===== config.mk =====
export PLATFORM = sky130hd
export DESIGN_NAME = gamepad_deadzone_edge_conditioner
export DESIGN_NICKNAME = d
export VERILOG_FILES = /design/src/design/gdec_pkg.sv /design/src/design/gamepad_deadzone_edge_conditioner.sv
export SDC_FILE = /design/constraint.sdc
export NUM_CORES = 1
export LEC_CHECK = 0
export BUFFER_PORTS_ARGS = -buffer_cell sky130_fd_sc_hd__buf_2
export CORE_MARGIN = 5
export CORE_UTILIZATION = 52
export CTS_BUF_LIST = sky130_fd_sc_hd__clkbuf_8
export DETAILED_ROUTE_END_ITERATION = 7
export GPL_TIMING_DRIVEN = 0
export PLACE_DENSITY = 0.69
export SLEW_MARGIN = 5
export SYNTH_ARGS = -nofsm -noshare
export SYNTH_HDL_FRONTEND = slang
export SYNTH_SLANG_ARGS = --single-unit

===== constraint.sdc =====
create_clock -name clk -period 11.8 [get_ports clk]
set_clock_uncertainty 0.05 [all_clocks]
set_input_delay 1.18 -clock clk [delete_from_list [all_inputs] [get_ports clk]]
set_output_delay 1.18 -clock clk [all_outputs]
set_load 0.05 [all_outputs]

===== src/design/gdec_pkg.sv =====
// ----------------------------------------------------------------------------
// gdec_pkg: shared constants for the gamepad deadzone and edge conditioner
// Widths of the poll and result fields, reset values and register map.
// ----------------------------------------------------------------------------
package gdec_pkg;

  localparam int PORTS_DEFAULT   = 2;
  localparam int AXES            = 4;
  localparam int BTN_W           = 16;
  localparam int RAW_W           = 8;
  localparam int AXIS_W          = 16;
  localparam int DZ_W            = 7;
  localparam int Q_BITS          = 16;
  localparam int PADDR_W         = 3;
  localparam int PDATA_W         = 32;

  localparam logic [DZ_W-1:0]    DEADZONE_RESET = 7'd25;
  localparam logic [RAW_W-1:0]   AXIS_CENTER    = 8'd128;
  localparam logic [RAW_W-1:0]   POS_SPAN       = 8'd127;
  localparam logic [PADDR_W-1:0] ADDR_DEADZONE  = 3'd0;

  localparam logic [AXIS_W-1:0]  Q_ONE          = 16'h8000;
  localparam logic [AXIS_W-1:0]  Q_MAX          = 16'h7FFF;

  typedef logic [AXIS_W-1:0] axis_t;

endpackage


===== src/design/gamepad_deadzone_edge_conditioner.sv =====
// ----------------------------------------------------------------------------
// gamepad_deadzone_edge_conditioner
// Per-port button edge detect and stick deadzone rescale to Q1.15.
// ----------------------------------------------------------------------------
// One poll beat goes in, one result beat comes out. A poll that updates the
// port's sticks (port in range, link up, pad ready, read ok) goes through the
// divider state before the result register: the accepting edge loads the
// divider lanes, then four bit-serial restoring dividers (one per axis, side
// by side) each produce one quotient bit per cycle, 16 quotient bits in all,
// then the done state commits. The input reopens in the cycle after the
// commit. Every other poll (read failure, not ready, disconnected, port out
// of range) skips the dividers and goes straight to the done state. The next
// poll can be taken while the previous result still waits downstream; the
// commit only stalls while the result register is full and its beat is not
// taken.
// Stick math, with s = raw - 128 and d = deadzone: |s| < d reads 0; s > 0
// gives floor((s-d)*32768/(127-d)); s <= 0 gives -floor((|s|-d)*32768/
// (128-d)). Y axes are negated, and the result is saturated to 16 bits, so
// full positive deflection reads 32767 and full negative reads -32768.
// Once a pad reports not ready, its port is cleared and stays disconnected
// until reset. The deadzone register sits at byte address 0 of the APB port.
// ----------------------------------------------------------------------------
module gamepad_deadzone_edge_conditioner
  import gdec_pkg::*;
#(
  parameter int PORTS = PORTS_DEFAULT
) (
  input  logic                clk,
  input  logic                rst_n,

  input  logic                psel,
  input  logic                penable,
  input  logic                pwrite,
  input  logic [PADDR_W-1:0]  paddr,
  input  logic [PDATA_W-1:0]  pwdata,
  output logic [PDATA_W-1:0]  prdata,
  output logic                pready,

  input  logic                in_valid,
  output logic                in_ready,
  input  logic                in_port,
  input  logic                in_pad_ready,
  input  logic                in_read_ok,
  input  logic [BTN_W-1:0]    in_raw_buttons,
  input  logic [RAW_W-1:0]    in_left_x,
  input  logic [RAW_W-1:0]    in_left_y,
  input  logic [RAW_W-1:0]    in_right_x,
  input  logic [RAW_W-1:0]    in_right_y,

  output logic                out_valid,
  input  logic                out_ready,
  output logic                out_port_out,
  output logic                out_connected,
  output logic [BTN_W-1:0]    out_held,
  output logic [BTN_W-1:0]    out_pressed,
  output logic [AXIS_W-1:0]   out_left_x_out,
  output logic [AXIS_W-1:0]   out_left_y_out,
  output logic [AXIS_W-1:0]   out_right_x_out,
  output logic [AXIS_W-1:0]   out_right_y_out
);

  localparam int PW     = (PORTS > 1) ? $clog2(PORTS) : 1;
  localparam int STEP_W = $clog2(Q_BITS);
  localparam logic [STEP_W-1:0] LAST_STEP = STEP_W'(Q_BITS - 1);

  localparam logic [1:0] ST_IDLE = 2'd0;
  localparam logic [1:0] ST_DIV  = 2'd1;
  localparam logic [1:0] ST_DONE = 2'd2;

  // Configuration
  logic [DZ_W-1:0] dz_r;
  logic            cfg_wr;

  // Per-port stored state
  logic             link_r    [PORTS];
  logic [BTN_W-1:0] held_r    [PORTS];
  logic [BTN_W-1:0] pressed_r [PORTS];
  axis_t            axis_r    [PORTS][AXES];

  // Poll held for the duration of the item
  logic [1:0]       state_r, state_nxt;
  logic [STEP_W-1:0] step_r;
  logic             port_r;
  logic             ready_r;
  logic             ok_r;
  logic [BTN_W-1:0] btn_r;

  // Bit-serial divider lanes, one per axis
  logic [RAW_W-1:0] raw      [AXES];
  logic [RAW_W:0]   rem_r    [AXES];
  logic [RAW_W-1:0] den_r    [AXES];
  logic [Q_BITS-1:0] quo_r   [AXES];
  logic             zero_r   [AXES];
  logic             neg_r    [AXES];
  logic             den0_r   [AXES];
  logic             ge       [AXES];
  logic [RAW_W:0]   rem_sub  [AXES];
  axis_t            lane_val [AXES];
  axis_t            lane_q   [AXES];

  // Lane setup from the incoming poll
  logic [RAW_W-1:0] mag      [AXES];
  logic             is_pos   [AXES];

  // Commit
  logic             accept;
  logic             commit;
  logic             in_range;
  logic             need_div;
  logic [PW-1:0]    sel;
  logic [PW-1:0]    in_sel;
  logic             in_in_range;
  logic             link_nxt;
  logic [BTN_W-1:0] held_nxt;
  logic [BTN_W-1:0] pressed_nxt;
  axis_t            axis_nxt [AXES];
  logic             update;
  logic             clear;

  // Output register
  logic             out_valid_r;
  logic             out_port_r;
  logic             out_conn_r;
  logic [BTN_W-1:0] out_held_r;
  logic [BTN_W-1:0] out_pressed_r;
  axis_t            out_axis_r [AXES];

  // --------------------------------------------------------------------------
  // APB register: deadzone. Writes to any other address are dropped.
  // --------------------------------------------------------------------------
  assign pready = 1'b1;
  assign cfg_wr = psel && penable && pwrite && (paddr == ADDR_DEADZONE);

  always_ff @(posedge clk) begin
    if (!rst_n) begin
      dz_r <= DEADZONE_RESET;
    end else if (cfg_wr) begin
      dz_r <= pwdata[DZ_W-1:0];
    end
  end

  always_comb begin
    prdata = '0;
    if (paddr == ADDR_DEADZONE) begin
      prdata = PDATA_W'(dz_r);
    end
  end

  // --------------------------------------------------------------------------
  // Handshake and sequencing
  // --------------------------------------------------------------------------
  assign in_ready = (state_r == ST_IDLE);
  assign accept   = in_valid && in_ready;
  assign commit   = (state_r == ST_DONE) && (!out_valid_r || out_ready);

  // Port check on the incoming poll decides whether the dividers run at all.
  assign in_in_range = (32'(in_port) < PORTS);
  assign in_sel      = in_in_range ? PW'(in_port) : '0;
  assign need_div    = in_in_range && link_r[in_sel] && in_pad_ready && in_read_ok;

  always_comb begin
    state_nxt = state_r;
    case (state_r)
      ST_IDLE: begin
        if (accept) begin
          state_nxt = need_div ? ST_DIV : ST_DONE;
        end
      end
      ST_DIV: begin
        if (step_r == LAST_STEP) begin
          state_nxt = ST_DONE;
        end
      end
      ST_DONE: begin
        if (commit) begin
          state_nxt = ST_IDLE;
        end
      end
      default: begin
        state_nxt = ST_IDLE;
      end
    endcase
  end

  always_ff @(posedge clk) begin
    if (!rst_n) begin
      state_r <= ST_IDLE;
      step_r  <= '0;
    end else begin
      state_r <= state_nxt;
      if (state_r == ST_DIV) begin
        step_r <= step_r + 1'b1;
      end else begin
        step_r <= '0;
      end
    end
  end

  // Hold the poll while it is worked on.
  always_ff @(posedge clk) begin
    if (accept) begin
      port_r  <= in_port;
      ready_r <= in_pad_ready;
      ok_r    <= in_read_ok;
      btn_r   <= in_raw_buttons;
    end
  end

  // --------------------------------------------------------------------------
  // Divider lanes: restoring division, one quotient bit per cycle, MSB first.
  // The first bit is the integer bit (numerator never exceeds denominator).
  // --------------------------------------------------------------------------
  assign raw[0] = in_left_x;
  assign raw[1] = in_left_y;
  assign raw[2] = in_right_x;
  assign raw[3] = in_right_y;

  always_comb begin
    for (int a = 0; a < AXES; a++) begin
      is_pos[a]  = (raw[a] > AXIS_CENTER);
      mag[a]     = raw[a][RAW_W-1] ? {1'b0, raw[a][RAW_W-2:0]} : (AXIS_CENTER - raw[a]);
      ge[a]      = (rem_r[a] >= {1'b0, den_r[a]});
      rem_sub[a] = ge[a] ? (rem_r[a] - {1'b0, den_r[a]}) : rem_r[a];
      // Zero over zero reads as +1; inside the deadzone reads 0.
      lane_q[a]  = zero_r[a] ? '0 : (den0_r[a] ? Q_ONE : quo_r[a]);
      if (neg_r[a]) begin
        lane_val[a] = -lane_q[a];
      end else begin
        lane_val[a] = (lane_q[a] == Q_ONE) ? Q_MAX : lane_q[a];
      end
    end
  end

  always_ff @(posedge clk) begin
    for (int a = 0; a < AXES; a++) begin
      if (accept) begin
        zero_r[a] <= (mag[a] < {1'b0, dz_r});
        // Negative branch, flipped again on Y so that up reads positive.
        neg_r[a]  <= !is_pos[a] ^ (a == 1 || a == 3);
        den_r[a]  <= is_pos[a] ? (POS_SPAN - {1'b0, dz_r}) : (AXIS_CENTER - {1'b0, dz_r});
        den0_r[a] <= is_pos[a] && (dz_r == POS_SPAN[DZ_W-1:0]);
        rem_r[a]  <= {1'b0, mag[a] - {1'b0, dz_r}};
        quo_r[a]  <= '0;
      end else if (state_r == ST_DIV) begin
        rem_r[a]  <= {rem_sub[a][RAW_W-1:0], 1'b0};
        quo_r[a]  <= {quo_r[a][Q_BITS-2:0], ge[a]};
      end
    end
  end

  // --------------------------------------------------------------------------
  // Commit: update the port's stored state, then report it.
  // --------------------------------------------------------------------------
  assign in_range = (32'(port_r) < PORTS);
  assign sel      = in_range ? PW'(port_r) : '0;
  assign clear    = in_range && link_r[sel] && !ready_r;
  assign update   = in_range && link_r[sel] && ready_r && ok_r;

  always_comb begin
    link_nxt    = link_r[sel];
    held_nxt    = held_r[sel];
    pressed_nxt = pressed_r[sel];
    for (int a = 0; a < AXES; a++) begin
      axis_nxt[a] = axis_r[sel][a];
    end
    if (clear) begin
      link_nxt    = 1'b0;
      held_nxt    = '0;
      pressed_nxt = '0;
      for (int a = 0; a < AXES; a++) begin
        axis_nxt[a] = '0;
      end
    end else if (update) begin
      held_nxt    = ~btn_r;
      pressed_nxt = ~btn_r & ~held_r[sel];
      for (int a = 0; a < AXES; a++) begin
        axis_nxt[a] = lane_val[a];
      end
    end
  end

  always_ff @(posedge clk) begin
    if (!rst_n) begin
      for (int p = 0; p < PORTS; p++) begin
        link_r[p]    <= 1'b1;
        held_r[p]    <= '0;
        pressed_r[p] <= '0;
        for (int a = 0; a < AXES; a++) begin
          axis_r[p][a] <= '0;
        end
      end
    end else if (commit && in_range) begin
      link_r[sel]    <= link_nxt;
      held_r[sel]    <= held_nxt;
      pressed_r[sel] <= pressed_nxt;
      for (int a = 0; a < AXES; a++) begin
        axis_r[sel][a] <= axis_nxt[a];
      end
    end
  end

  // Result register: advance on commit, drop valid once the beat is taken.
  always_ff @(posedge clk) begin
    if (!rst_n) begin
      out_valid_r <= 1'b0;
    end else if (commit) begin
      out_valid_r <= 1'b1;
    end else if (out_ready) begin
      out_valid_r <= 1'b0;
    end
  end

  always_ff @(posedge clk) begin
    if (commit) begin
      out_port_r    <= port_r;
      out_conn_r    <= in_range && link_nxt;
      out_held_r    <= in_range ? held_nxt : '0;
      out_pressed_r <= in_range ? pressed_nxt : '0;
      for (int a = 0; a < AXES; a++) begin
        out_axis_r[a] <= in_range ? axis_nxt[a] : '0;
      end
    end
  end

  assign out_valid       = out_valid_r;
  assign out_port_out    = out_port_r;
  assign out_connected   = out_conn_r;
  assign out_held        = out_held_r;
  assign out_pressed     = out_pressed_r;
  assign out_left_x_out  = out_axis_r[0];
  assign out_left_y_out  = out_axis_r[1];
  assign out_right_x_out = out_axis_r[2];
  assign out_right_y_out = out_axis_r[3];

  // --------------------------------------------------------------------------
  // Assertions
  // --------------------------------------------------------------------------
  // A newly pressed button is always also held.
  a_pressed_in_held: assert property (@(posedge clk) disable iff (!rst_n)
    out_valid |-> ((out_pressed & ~out_held) == '0))
    else $error("pressed set not contained in held set");

  // A disconnected port reports only cleared values.
  a_disc_clear: assert property (@(posedge clk) disable iff (!rst_n)
    (out_valid && !out_connected) |-> (out_held == '0 && out_pressed == '0 &&
      out_left_x_out == '0 && out_left_y_out == '0 &&
      out_right_x_out == '0 && out_right_y_out == '0))
    else $error("disconnected port reports stale state");

  // The step counter only runs while the dividers are busy.
  a_step_idle: assert property (@(posedge clk) disable iff (!rst_n)
    (state_r != ST_DIV) |-> (step_r == '0))
    else $error("divider step counter running outside division");

  // Port 0's link, once dropped, never comes back without reset.
  a_link_sticky: assert property (@(posedge clk) disable iff (!rst_n)
    !link_r[0] |=> !link_r[0])
    else $error("port link came back up");

endmodule


==> impl_metrics.yaml, run 1 <==
timing:
  timing.fmax_mhz: 236
  final-hold-violation-count: 0
  actual_transition_at_the_worst_max_transition_pin_ps: 1310
  rsz0062_at_grt: "no"
  setup_viol: 0
  normalized_max_slew_margin: 0.129
  final.setup.tns_ps: 0
  period_utilization: 0.359
  hold-worst-slack_ps: 407
  post-route-min-period_ps: 4240
  maxSlewViolCount: 0
worst_setup_path:
  worst_setup_path_startpoint: "out_ready"
  setup.worst_path.start_class: "primary input"
  cp-endpoint: "axis_r[0][16]"
  critical_path_peak_fanout: 57
  critical-path-top-delay-family: "buffers and inverters"
  path_buf_inv: 6
  crit_arrival_ps: 4550
  worst-r2r-cell-count: 10
  required_time_reported_for_the_critical_path_endpoint_ps: 12110
  cp_slowest_cell: "clkbuf_1"
  path_cells: "buf_2, nand2b_1, nor2b_4, buf_12, and2_1, clkbuf_1, nand2b_1, clkbuf_1, clkbuf_1, nand2_4, buf_16"
  max_stage_delay_ps: 630
  worstReg2RegEnd: "axis_r[0][16]"
  cp.depth: 11
  critical_path.most_common_cell: "clkbuf_1"
  timing.setup.critical_path_class: "in -> reg"
  setup.reg_to_reg.worst_slack_ps: 7760
  worst_r2r_startpoint: "state_r[0]"
  end_kind: "flop"
finish:
  syn2layout_area_growth_pct: 13.4
  fin_nets: 2756
  final-instance-count-excl-fill: 3258
  final_core_util: 0.595
  final_layout_size_suffix_gt1_frac: 0.142
placement:
  detailed_place_hpwl_um: 48200
  dp_cells: 3118
  place.port_buffers: 170
  finalWeightedCongestion: 0.920
run:
  max_cap_violations: 0
grt:
  grt_start_max_net_pins: 65
  grt_util_all_layers: 0.252
  grt_pass1_wl_um: 104000
  first_global_vias: 18500
  gr-total-overflow: 0
  initial_antenna_violation_count: 1
routing:
  wl_per_instance_um: 20.8
  remaining_drcs: 0
  routed_wirelength_um: 67700
  post_drt_via_cell_ratio: 5.73
  drtIter0Drc: 1610
  detailedRoute.firstPassIterationCount: 6
  vias: 18700
  number_of_nets_with_antenna_violations_after_detailed_routing: 0
die:
  die_width_um: 229
  initial_utilization: 0.525
  dieArea_mm2: 0.0526
  chipHeight_um: 229
  standard_cell_rows: 80
  core_area_mm2: 0.0476
  io-pin-count: 226
logic_synthesis:
  yosysWarningCount: 0
  syn_inst: 2302
  synth_edf_count: 454
  syn-cell-area_mm2: 0.0250
  yosysTopAreaCellShare: 0.545
  synth_top_cells_by_count: "edfxtp_1, nor2_1, nand2_1"
  yosys.cell_count.top_type: "edfxtp_1"
  post_synth_main_area_contributors: "edfxtp_1, nor2_1, mux2i_1"
  post_synth.cell_area_avg_um2: 10.9
  synth_top_area_cell: "edfxtp_1"
  yosysSeqAreaShare: 0.558
  ys_async_sr_fraction: 0
  synth_top_flop_cell: "edfxtp_1"
  flops_latches_synth: 470
  post_synth_num_cell_types: 78
run_status:
  status: "complete, no violations"
cts:
  clkSlewWorstSetupHoldPaths_ps: 60
  clock_tree.root_cell: "clkbuf_8"
  clk_sinks: 470
  ctsHtreeMaxLevel: 3
  clkLatencyLatePin_ps: 680
  cts_made_buffers: 79
  ctsResizeCount: 0
  tritoncts: "yes"
  cts_hold_repair.buffers: 0
  postCtsSetupRepairBufs: 0
  clk_path_buf_depth: 3
power_and_ir_drop:
  cellPowerDensity_mw_per_mm2: 149
  p_total_uw: 4210
  p_leak_uw: 0.0114
  max-vdd-ir-drop_mv: 0.0703
min_path:
  timing.hold.worst.class: "reg -> reg"
worst min path at each step:
stage	end	slack, ps	cells after the start	from
floorplan	step_r[0]	370	1	step_r[0]
global placement	step_r[0]	380	1	step_r[0]
detailed placement	step_r[0]	390	1	step_r[0]
CTS	step_r[0]	410	1	step_r[0]
global route	step_r[0]	470	1	step_r[0]
finish	step_r[0]	410	1	step_r[0]
cells in the final DEF, fill, tap and decap left out, types with 26 or more instances in the layout:
cell type / netlist / final
clkbuf_1: 97 / 97
edfxtp_1: 454 / 454
ha_1: 71 / 71
xor2_1: 50 / 50
buf_2: 1 / 171
o21ai_0: 100 / 100
a21oi_1: 92 / 92
xnor2_1: 51 / 51
nand3_1: 47 / 47
nor2b_1: 47 / 46
inv_1: 129 / 153
nor3_1: 52 / 52
mux2_2: 45 / 45
nor2_1: 337 / 337
nand2_1: 170 / 166
clkbuf_8: 0 / 81
conb_1: 2 / 26
buf_4: 26 / 26
and2_1: 66 / 66
mux2i_1: 96 / 96
power by group:
group          switching (uW)  leakage (uW)  internal, uW  total [uW]
logic                     549       0.00599           279         828
clock network             663      0.000823           702        1360
registers                60.3       0.00462          1960        2020
total                    1270        0.0114          2940        4210
sequential cells by signal, summed over array words and instances, names as in the netlist, 32 cells and up, named ones only:
name,cells
quo_r,64
out_axis_r,64
pressed_r,32
den_r,32
axis_r,128
held_r,32
rem_r,36
cells by family (layout without fill, tap and decap cells):
family | count (synthesis) | after routing | synth area share
buf+inv | 271 | 587 | 0.0446
fa+ha+maj | 79 | 79 | 0.0419
other cells | 2 | 27 | 0.000300
compound gates | 410 | 410 | 0.107
simple gates | 828 | 828 | 0.154
flops | 470 | 470 | 0.558
xor+xnor | 101 | 101 | 0.0354
mux | 141 | 141 | 0.0587
layout make-up:
cell class	count	area (um^2)
diodes	1	2.50
plain buffers	138	617
clock buffers	81	1110
clock inverters	58	324
fillers	4030	19300
inverters	133	502
multi-input cells	1585	10100
flip-flops and latches	470	14000
well taps	615	769
repair buffers	177	1010
routing by layer:
| layer | part of all wire | track usage | vias up |
|---|---|---|---|
| li1 | - | - | 8828 |
| met1 | 0.43 | 0.341 | 8971 |
| met2 | 0.46 | 0.396 | 726 |
| met3 | 0.076 | 0.0550 | 146 |
| met4 | 0.039 | 0.108 | 0 |
| met5 | 0 | 0 | - |
per-stage QoR:
step,area [um^2],setup slack [ps]
floorplan,25100,2430
global placement,26700,-1830
detailed placement,26900,6950
CTS,28400,7650
global route,28400,7450
finish,28400,7560
worst register-to-register path, delay by kind of cell (launching register included):
kind,cells,cell delay (ps)
buffers and inverters,5,1640
and+or+nand+nor,5,1580
DFF,1,360
Note: power is estimated with default switching activity, not from simulation.
==> run 2: changes to the inputs <==
--- a/config.mk
+++ b/config.mk
@@ -5,13 +5,14 @@
 export SDC_FILE = /design/constraint.sdc
 export NUM_CORES = 1
 export LEC_CHECK = 0
+export ABC_AREA = 1
 export BUFFER_PORTS_ARGS = -buffer_cell sky130_fd_sc_hd__buf_2
 export CORE_MARGIN = 5
 export CORE_UTILIZATION = 52
 export CTS_BUF_LIST = sky130_fd_sc_hd__clkbuf_8
 export DETAILED_ROUTE_END_ITERATION = 7
 export GPL_TIMING_DRIVEN = 0
-export PLACE_DENSITY = 0.69
+export PLACE_DENSITY = 0.72
 export SLEW_MARGIN = 5
 export SYNTH_ARGS = -nofsm -noshare
 export SYNTH_HDL_FRONTEND = slang
==> constraint.sdc (replaced) <==
create_clock -name clk -period 3.6 [get_ports clk]
set_clock_uncertainty 0.05 [all_clocks]
set_input_delay 0.36 -clock clk [delete_from_list [all_inputs] [get_ports clk]]
set_output_delay 0.36 -clock clk [all_outputs]
set_load 0.05 [all_outputs]
==> run 2 against run 1 <==
  * Worst hold slack worse by 330 ps
  * Clock-buffer cell count increased by 2
  * Total power rose to 3.7 times the previous value
  * Die area is 2.5% higher
==> impl_metrics.yaml, run 2 <==
power_and_ir_drop:
  cellPowerDensity_mw_per_mm2: 523
  max-vdd-ir-drop_mv: 0.273
  p_leak_uw: 0.0134
  p_total_uw: 15400
worst_setup_path:
  setup.worst_path.start_class: "flop"
  crit_arrival_ps: 3420
  timing.setup.critical_path_class: "reg -> reg"
  worst_r2r_startpoint: "out_valid"
  worst_setup_path_startpoint: "out_valid"
  critical_path_peak_fanout: 97
  end_kind: "flop"
  required_time_reported_for_the_critical_path_endpoint_ps: 3820
timing:
  post-route-min-period_ps: 3200
  timing.fmax_mhz: 313
  setup_viol: 0
  period_utilization: 0.888
  timing.final.ws_setup_ps: 403
  normalized_max_slew_margin: 0.176
  actual_transition_at_the_worst_max_transition_pin_ps: 1240
  rsz0062_at_grt: "no"
  final-hold-violation-count: 0
  maxSlewViolCount: 0
run_status:
  status: "complete, no violations"
cts:
  ctsHtreeMaxLevel: 3
  clock_tree.root_cell: "clkbuf_8"
  clk_path_buf_depth: 3
  clkLatencyLatePin_ps: 680
  ctsResizeCount: 0
  cts_made_buffers: 80
  postCtsSetupRepairBufs: 0
  cts_hold_repair.buffers: 27
  tritoncts: "yes"
  clk_sinks: 470
  clkSlewWorstSetupHoldPaths_ps: 60
logic_synthesis:
  yosysTopAreaCellShare: 0.531
  syn-cell-area_mm2: 0.0257
  post_synth_num_cell_types: 46
  yosysWarningCount: 0
  post_synth_main_area_contributors: "edfxtp_1, nand2_1, nor2_1"
  syn_inst: 2903
  synth_top_flop_cell: "edfxtp_1"
  synth_edf_count: 454
  synth_top_cells_by_count: "nand2_1, nor2_1, edfxtp_1"
  post_synth.cell_area_avg_um2: 8.84
  yosys.cell_count.top_type: "nand2_1"
  yosysSeqAreaShare: 0.544
  ys_async_sr_fraction: 0
  synth_top_area_cell: "edfxtp_1"
  flops_latches_synth: 470
finish:
  mostFrequentLayoutCell: "nand2_1"
  largest_register: "axis_r"
  syn2layout_area_growth_pct: 15.0
  biggestRegsByFlops: "axis_r: 128 flops, out_axis_r: 64 flops, quo_r: 64 flops"
  antenna_cells: 0
  number_of_flip_flops_under_the_largest_register_name: 128
  final_core_util: 0.604
  final_layout_size_suffix_gt1_frac: 0.130
  final_cell_mix: "nand2_1, nor2_1, edfxtp_1"
  fin_nets: 3389
run:
  max_cap_violations: 0
die:
  chipHeight_um: 232
  initial_utilization: 0.525
  core_area_mm2: 0.0488
  standard_cell_rows: 81
  io-pin-count: 226
  dieArea_mm2: 0.0539
  die_width_um: 232
routing:
  remaining_drcs: 0
  vias: 21000
  drtIter0Drc: 1841
  number_of_nets_with_antenna_violations_after_detailed_routing: 0
  detailedRoute.firstPassIterationCount: 6
  wl_per_instance_um: 17.3
  post_drt_via_cell_ratio: 5.34
  routed_wirelength_um: 68100
grt:
  grt_start_max_net_pins: 100
  grt_pass1_wl_um: 107000
  initial_antenna_violation_count: 0
  gr-total-overflow: 0
  first_global_vias: 20600
  grt_util_all_layers: 0.249
min_path:
  timing.hold.worst.class: "in -> reg"
  hold_path.startpoint: "in_valid"
placement:
  detailed_place_hpwl_um: 48900
  dpl_worst_slack_ps: 309
  place.port_buffers: 174
  finalWeightedCongestion: 0.931
[run 2: final timing paths]
kind	slack, ps	to	depth (start not counted)
worst min register to register	400	step_r[0]	1
worst max-delay path	400	axis_r[0][42]	11
worst max register to register	400	axis_r[0][42]	11
worst min-delay path	80	state_r[1]	3
[run 2: critical path, stage by stage (launching register included)]
cell     delay (ps)
dfxtp_4         340
inv_2            40
nor2_2           50
nor3_4          470
buf_8           270
buf_8           200
nand2_1         150
nor2_2          160
inv_2           100
buf_6           160
buf_8           150
nand2_8         600
[run 2: cells by family after synthesis]
kind of cell | Yosys count | synth area share
AOI/OAI and AO/OA | 371 | 0.0807
other | 2 | 0.000293
and+or+nand+nor | 1402 | 0.228
DFF | 470 | 0.544
buffers and inverters | 516 | 0.0845
adders and majority gates | 79 | 0.0409
xor gates and xnor gates | 63 | 0.0215
[run 2: layout make-up]
class / count / area (um^2)
plain buffers: 132 / 738
clock buffers: 83 / 1140
clock inverters: 63 / 424
fillers: 4344 / 19300
inverters: 384 / 1440
multi-input cells: 1941 / 9710
flip-flops and latches: 470 / 14000
well taps: 664 / 831
repair buffers: 208 / 1260
[run 2: routing by layer]
layer	GRT usage	vias to the layer above	wire (um)
met2	0.417	813	32700
met4	0.0990	0	2320
li1	-	10200	-
met5	0	-	0
met1	0.325	9882	28000
met3	0.0426	148	5080
[run 2: stage by stage]
step                      hold WS (ps)  TNS [ps]  instances  instance area (um^2)
final                             78.5         0       3945                 29500
after global routing              77.4         0       3945                 29500
after CTS                         21.9         0       3945                 29500
after detailed placement           400         0       3772                 27700
after global placement             377  -1078780       3765                 27600
after floorplan                    368   -305570       2927                 25900
[run 2: power by group]
group / total [uW] / internal [uW] / switching, uW
Sequential: 6840 / 6620 / 221
Combinational: 3830 / 1120 / 2710
Clock: 4760 / 2520 / 2230
==> run 3: changes to the inputs <==
--- a/config.mk
+++ b/config.mk
@@ -12,7 +12,7 @@
 export CTS_BUF_LIST = sky130_fd_sc_hd__clkbuf_8
 export DETAILED_ROUTE_END_ITERATION = 7
 export GPL_TIMING_DRIVEN = 0
-export PLACE_DENSITY = 0.72
+export PLACE_DENSITY = 0.74
 export SLEW_MARGIN = 5
 export SYNTH_ARGS = -nofsm -noshare
 export SYNTH_HDL_FRONTEND = slang
==> run 3 against run 2 <==
  * First-iteration DRC count increased by 14%
  * Clock power down 5.5%
  * Via count rose by 1.2%
  * Final cell count down 0.18%
  * Critical endpoint is now held_r[1][6]
  * Largest cell class unchanged
  * Flip-flop and latch count did not move
  * Critical path depth shrank 2
  * Routed wire length increased by 1.2%
==> impl_metrics.yaml, run 3 (same netlist as run 2, synthesis figures left out) <==
die:
  standard_cell_rows: 81
  core_area_mm2: 0.0488
  die_width_um: 232
  io-pin-count: 226
  dieArea_mm2: 0.0539
  initial_utilization: 0.525
  chipHeight_um: 232
min_path:
  hold_path.startpoint: "pwrite"
  worst_hold_path.num_cells: 3
  hold-path-endpoint: "dz_r[2]"
  timing.hold.worst.class: "in -> reg"
timing:
  setup_viol: 0
  normalized_max_slew_margin: 0.175
  rsz0062_at_grt: "no"
  timing.fmax_mhz: 294
  post-route-min-period_ps: 3400
  hold-worst-slack_ps: 132
  final-hold-violation-count: 0
  timing.final.ws_setup_ps: 204
  actual_transition_at_the_worst_max_transition_pin_ps: 1240
  period_utilization: 0.943
  maxSlewViolCount: 0
finish:
  biggestRegsByFlops: "axis_r: 128 flops, out_axis_r: 64 flops, quo_r: 64 flops"
  design_area_mm2: 0.0294
  mostFrequentLayoutCell: "nand2_1"
  syn2layout_area_growth_pct: 14.6
  final_cell_mix: "nand2_1, nor2_1, edfxtp_1"
  number_of_flip_flops_under_the_largest_register_name: 128
  largest_register: "axis_r"
  final_layout_size_suffix_gt1_frac: 0.130
  fin_nets: 3389
power_and_ir_drop:
  sw_pwr_uw: 5160
  intPower_uw: 10000
  cellPowerDensity_mw_per_mm2: 517
  max-vdd-ir-drop_mv: 0.253
  power.sequential.fraction: 0.450
  pwr-share-clk: 0.296
  swShare: 0.340
  share_comb_of_total_power: 0.254
  p_leak_uw: 0.0133
cts:
  tritoncts: "yes"
  clock_tree.root_cell: "clkbuf_8"
  clk_path_buf_depth: 3
  clkSlewWorstSetupHoldPaths_ps: 60
  clkLatencyLatePin_ps: 680
  ctsResizeCount: 0
  cts_made_buffers: 79
  ctsHtreeMaxLevel: 3
  clk_sinks: 470
grt:
  initial_antenna_violation_count: 0
  first_global_vias: 20600
  grt_start_max_net_pins: 100
  gr-total-overflow: 0
  grt_pass1_wl_um: 107000
  grt_util_all_layers: 0.250
routing:
  wl_per_instance_um: 17.5
  number_of_nets_with_antenna_violations_after_detailed_routing: 0
  detailedRoute.firstPassIterationCount: 5
  remaining_drcs: 0
  routed_wirelength_um: 68900
  vias: 21300
  drtIter0Drc: 2103
  post_drt_via_cell_ratio: 5.41
placement:
  placedInstanceArea_mm2: 0.0277
  place.port_buffers: 174
  detailed_place_hpwl_um: 48800
  finalWeightedCongestion: 0.931
  dpl_worst_slack_ps: 138
worst_setup_path:
  max_stage_delay_ps: 610
  end_kind: "flop"
  worstReg2RegEnd: "held_r[1][6]"
  worst_r2r_startpoint: "state_r[1]"
  critical-path-top-delay-family: "simple AND/OR/NAND/NOR gates"
  setup.reg_to_reg.worst_slack_ps: 200
  timing.setup.critical_path_class: "reg -> reg"
  crit_arrival_ps: 3640
  critical_path_peak_fanout: 49
  path_cells: "inv_1, nor3_4, buf_8, buf_8, nand2_1, nor2_1, inv_2, clkbuf_1, nand2_8"
  critical_path.most_common_cell: "buf_8"
  path_buf_inv: 5
  worst_setup_path_startpoint: "state_r[1]"
  cp_slowest_cell: "nor3_4"
  setup.worst_path.start_class: "flop"
  required_time_reported_for_the_critical_path_endpoint_ps: 3850
  worst-r2r-cell-count: 9
run:
  max_cap_violations: 0
run_status:
  status: "complete, no violations"
run 3: cell types whose count changed in the layout (fill, tap and decap cells not counted), sizes merged:
| cell | before | now |
|---|---|---|
| bufinv | 5 | 3 |
| clkbuf | 138 | 135 |
| clkinv | 24 | 31 |
| clkinvlp | 0 | 2 |
| diode | 0 | 1 |
| dlygate4sd3 | 27 | 28 |
| inv | 418 | 405 |
run 3: worst register-to-register path: stages (launching register included):
cell and delay [ps]:
dfxtp_1 390, inv_1 100, nor3_4 610, buf_8 250, buf_8 220, nand2_1 170, nor2_1 200, inv_2 100
clkbuf_1 420, nand2_8 510
run 3: layer usage:
layer  track usage  share of wire
met2         0.414           0.47
met4         0.105          0.041
met1         0.330           0.41
met3        0.0406          0.078
met5             0              0
run 3: through the flow:
| stage | std cells | utilization | power, uW | setup TNS (ps) |
|---|---|---|---|---|
| 2_1_floorplan | 2927 | - | 9660 | -305570 |
| 3_3_place_gp | 3765 | 0.564 | 10600 | -1073260 |
| 3_5_place_dp | 3772 | 0.566 | 10700 | 0 |
| 4_1_cts | 3937 | 0.602 | 15200 | 0 |
| 5_1_grt | 3937 | 0.602 | 16000 | 0 |
| 6_report | 3938 | 0.602 | 15200 | 0 |
run 3: layout make-up:
type,count,area (um^2)
Antenna cell,1,2.50
Buffer,132,738
Clock buffer,80,1100
Clock inverter,57,347
Fill cell,4315,19500
Inverter,384,1440
Multi-Input combinational cell,1941,9710
Sequential cell,470,14000
Tap cell,664,831
Timing Repair Buffer,209,1270
run 3: power by group through the flow:
stage / Sequential (uW) / Combinational, uW / Clock (uW)
after floorplan: 7270 / 2390 / 0
after global placement: 6950 / 3640 / 0
after detailed placement: 6950 / 3770 / 0
after CTS: 6840 / 3820 / 4570
after global routing: 6890 / 4240 / 4820
final: 6850 / 3850 / 4500
run 3: repair_timing:
item,in CTS,in global routing
setup buffers,0,0
endpoints found under the setup margin,0,0
hold buffers,28,0
endpoints found under the hold margin,29,0
run 3: worst max path at each step:
stage | endpoint | slack [ps] | cells past startpoint
finish | held_r[1][6] | 200 | 9
global route | axis_r[0][29] | 10 | 10
CTS | axis_r[0][34] | 200 | 11
detailed placement | axis_r[0][32] | 140 | 11
global placement | axis_r[1][52] | -2770 | 8
floorplan | axis_r[0][0] | -1120 | 9
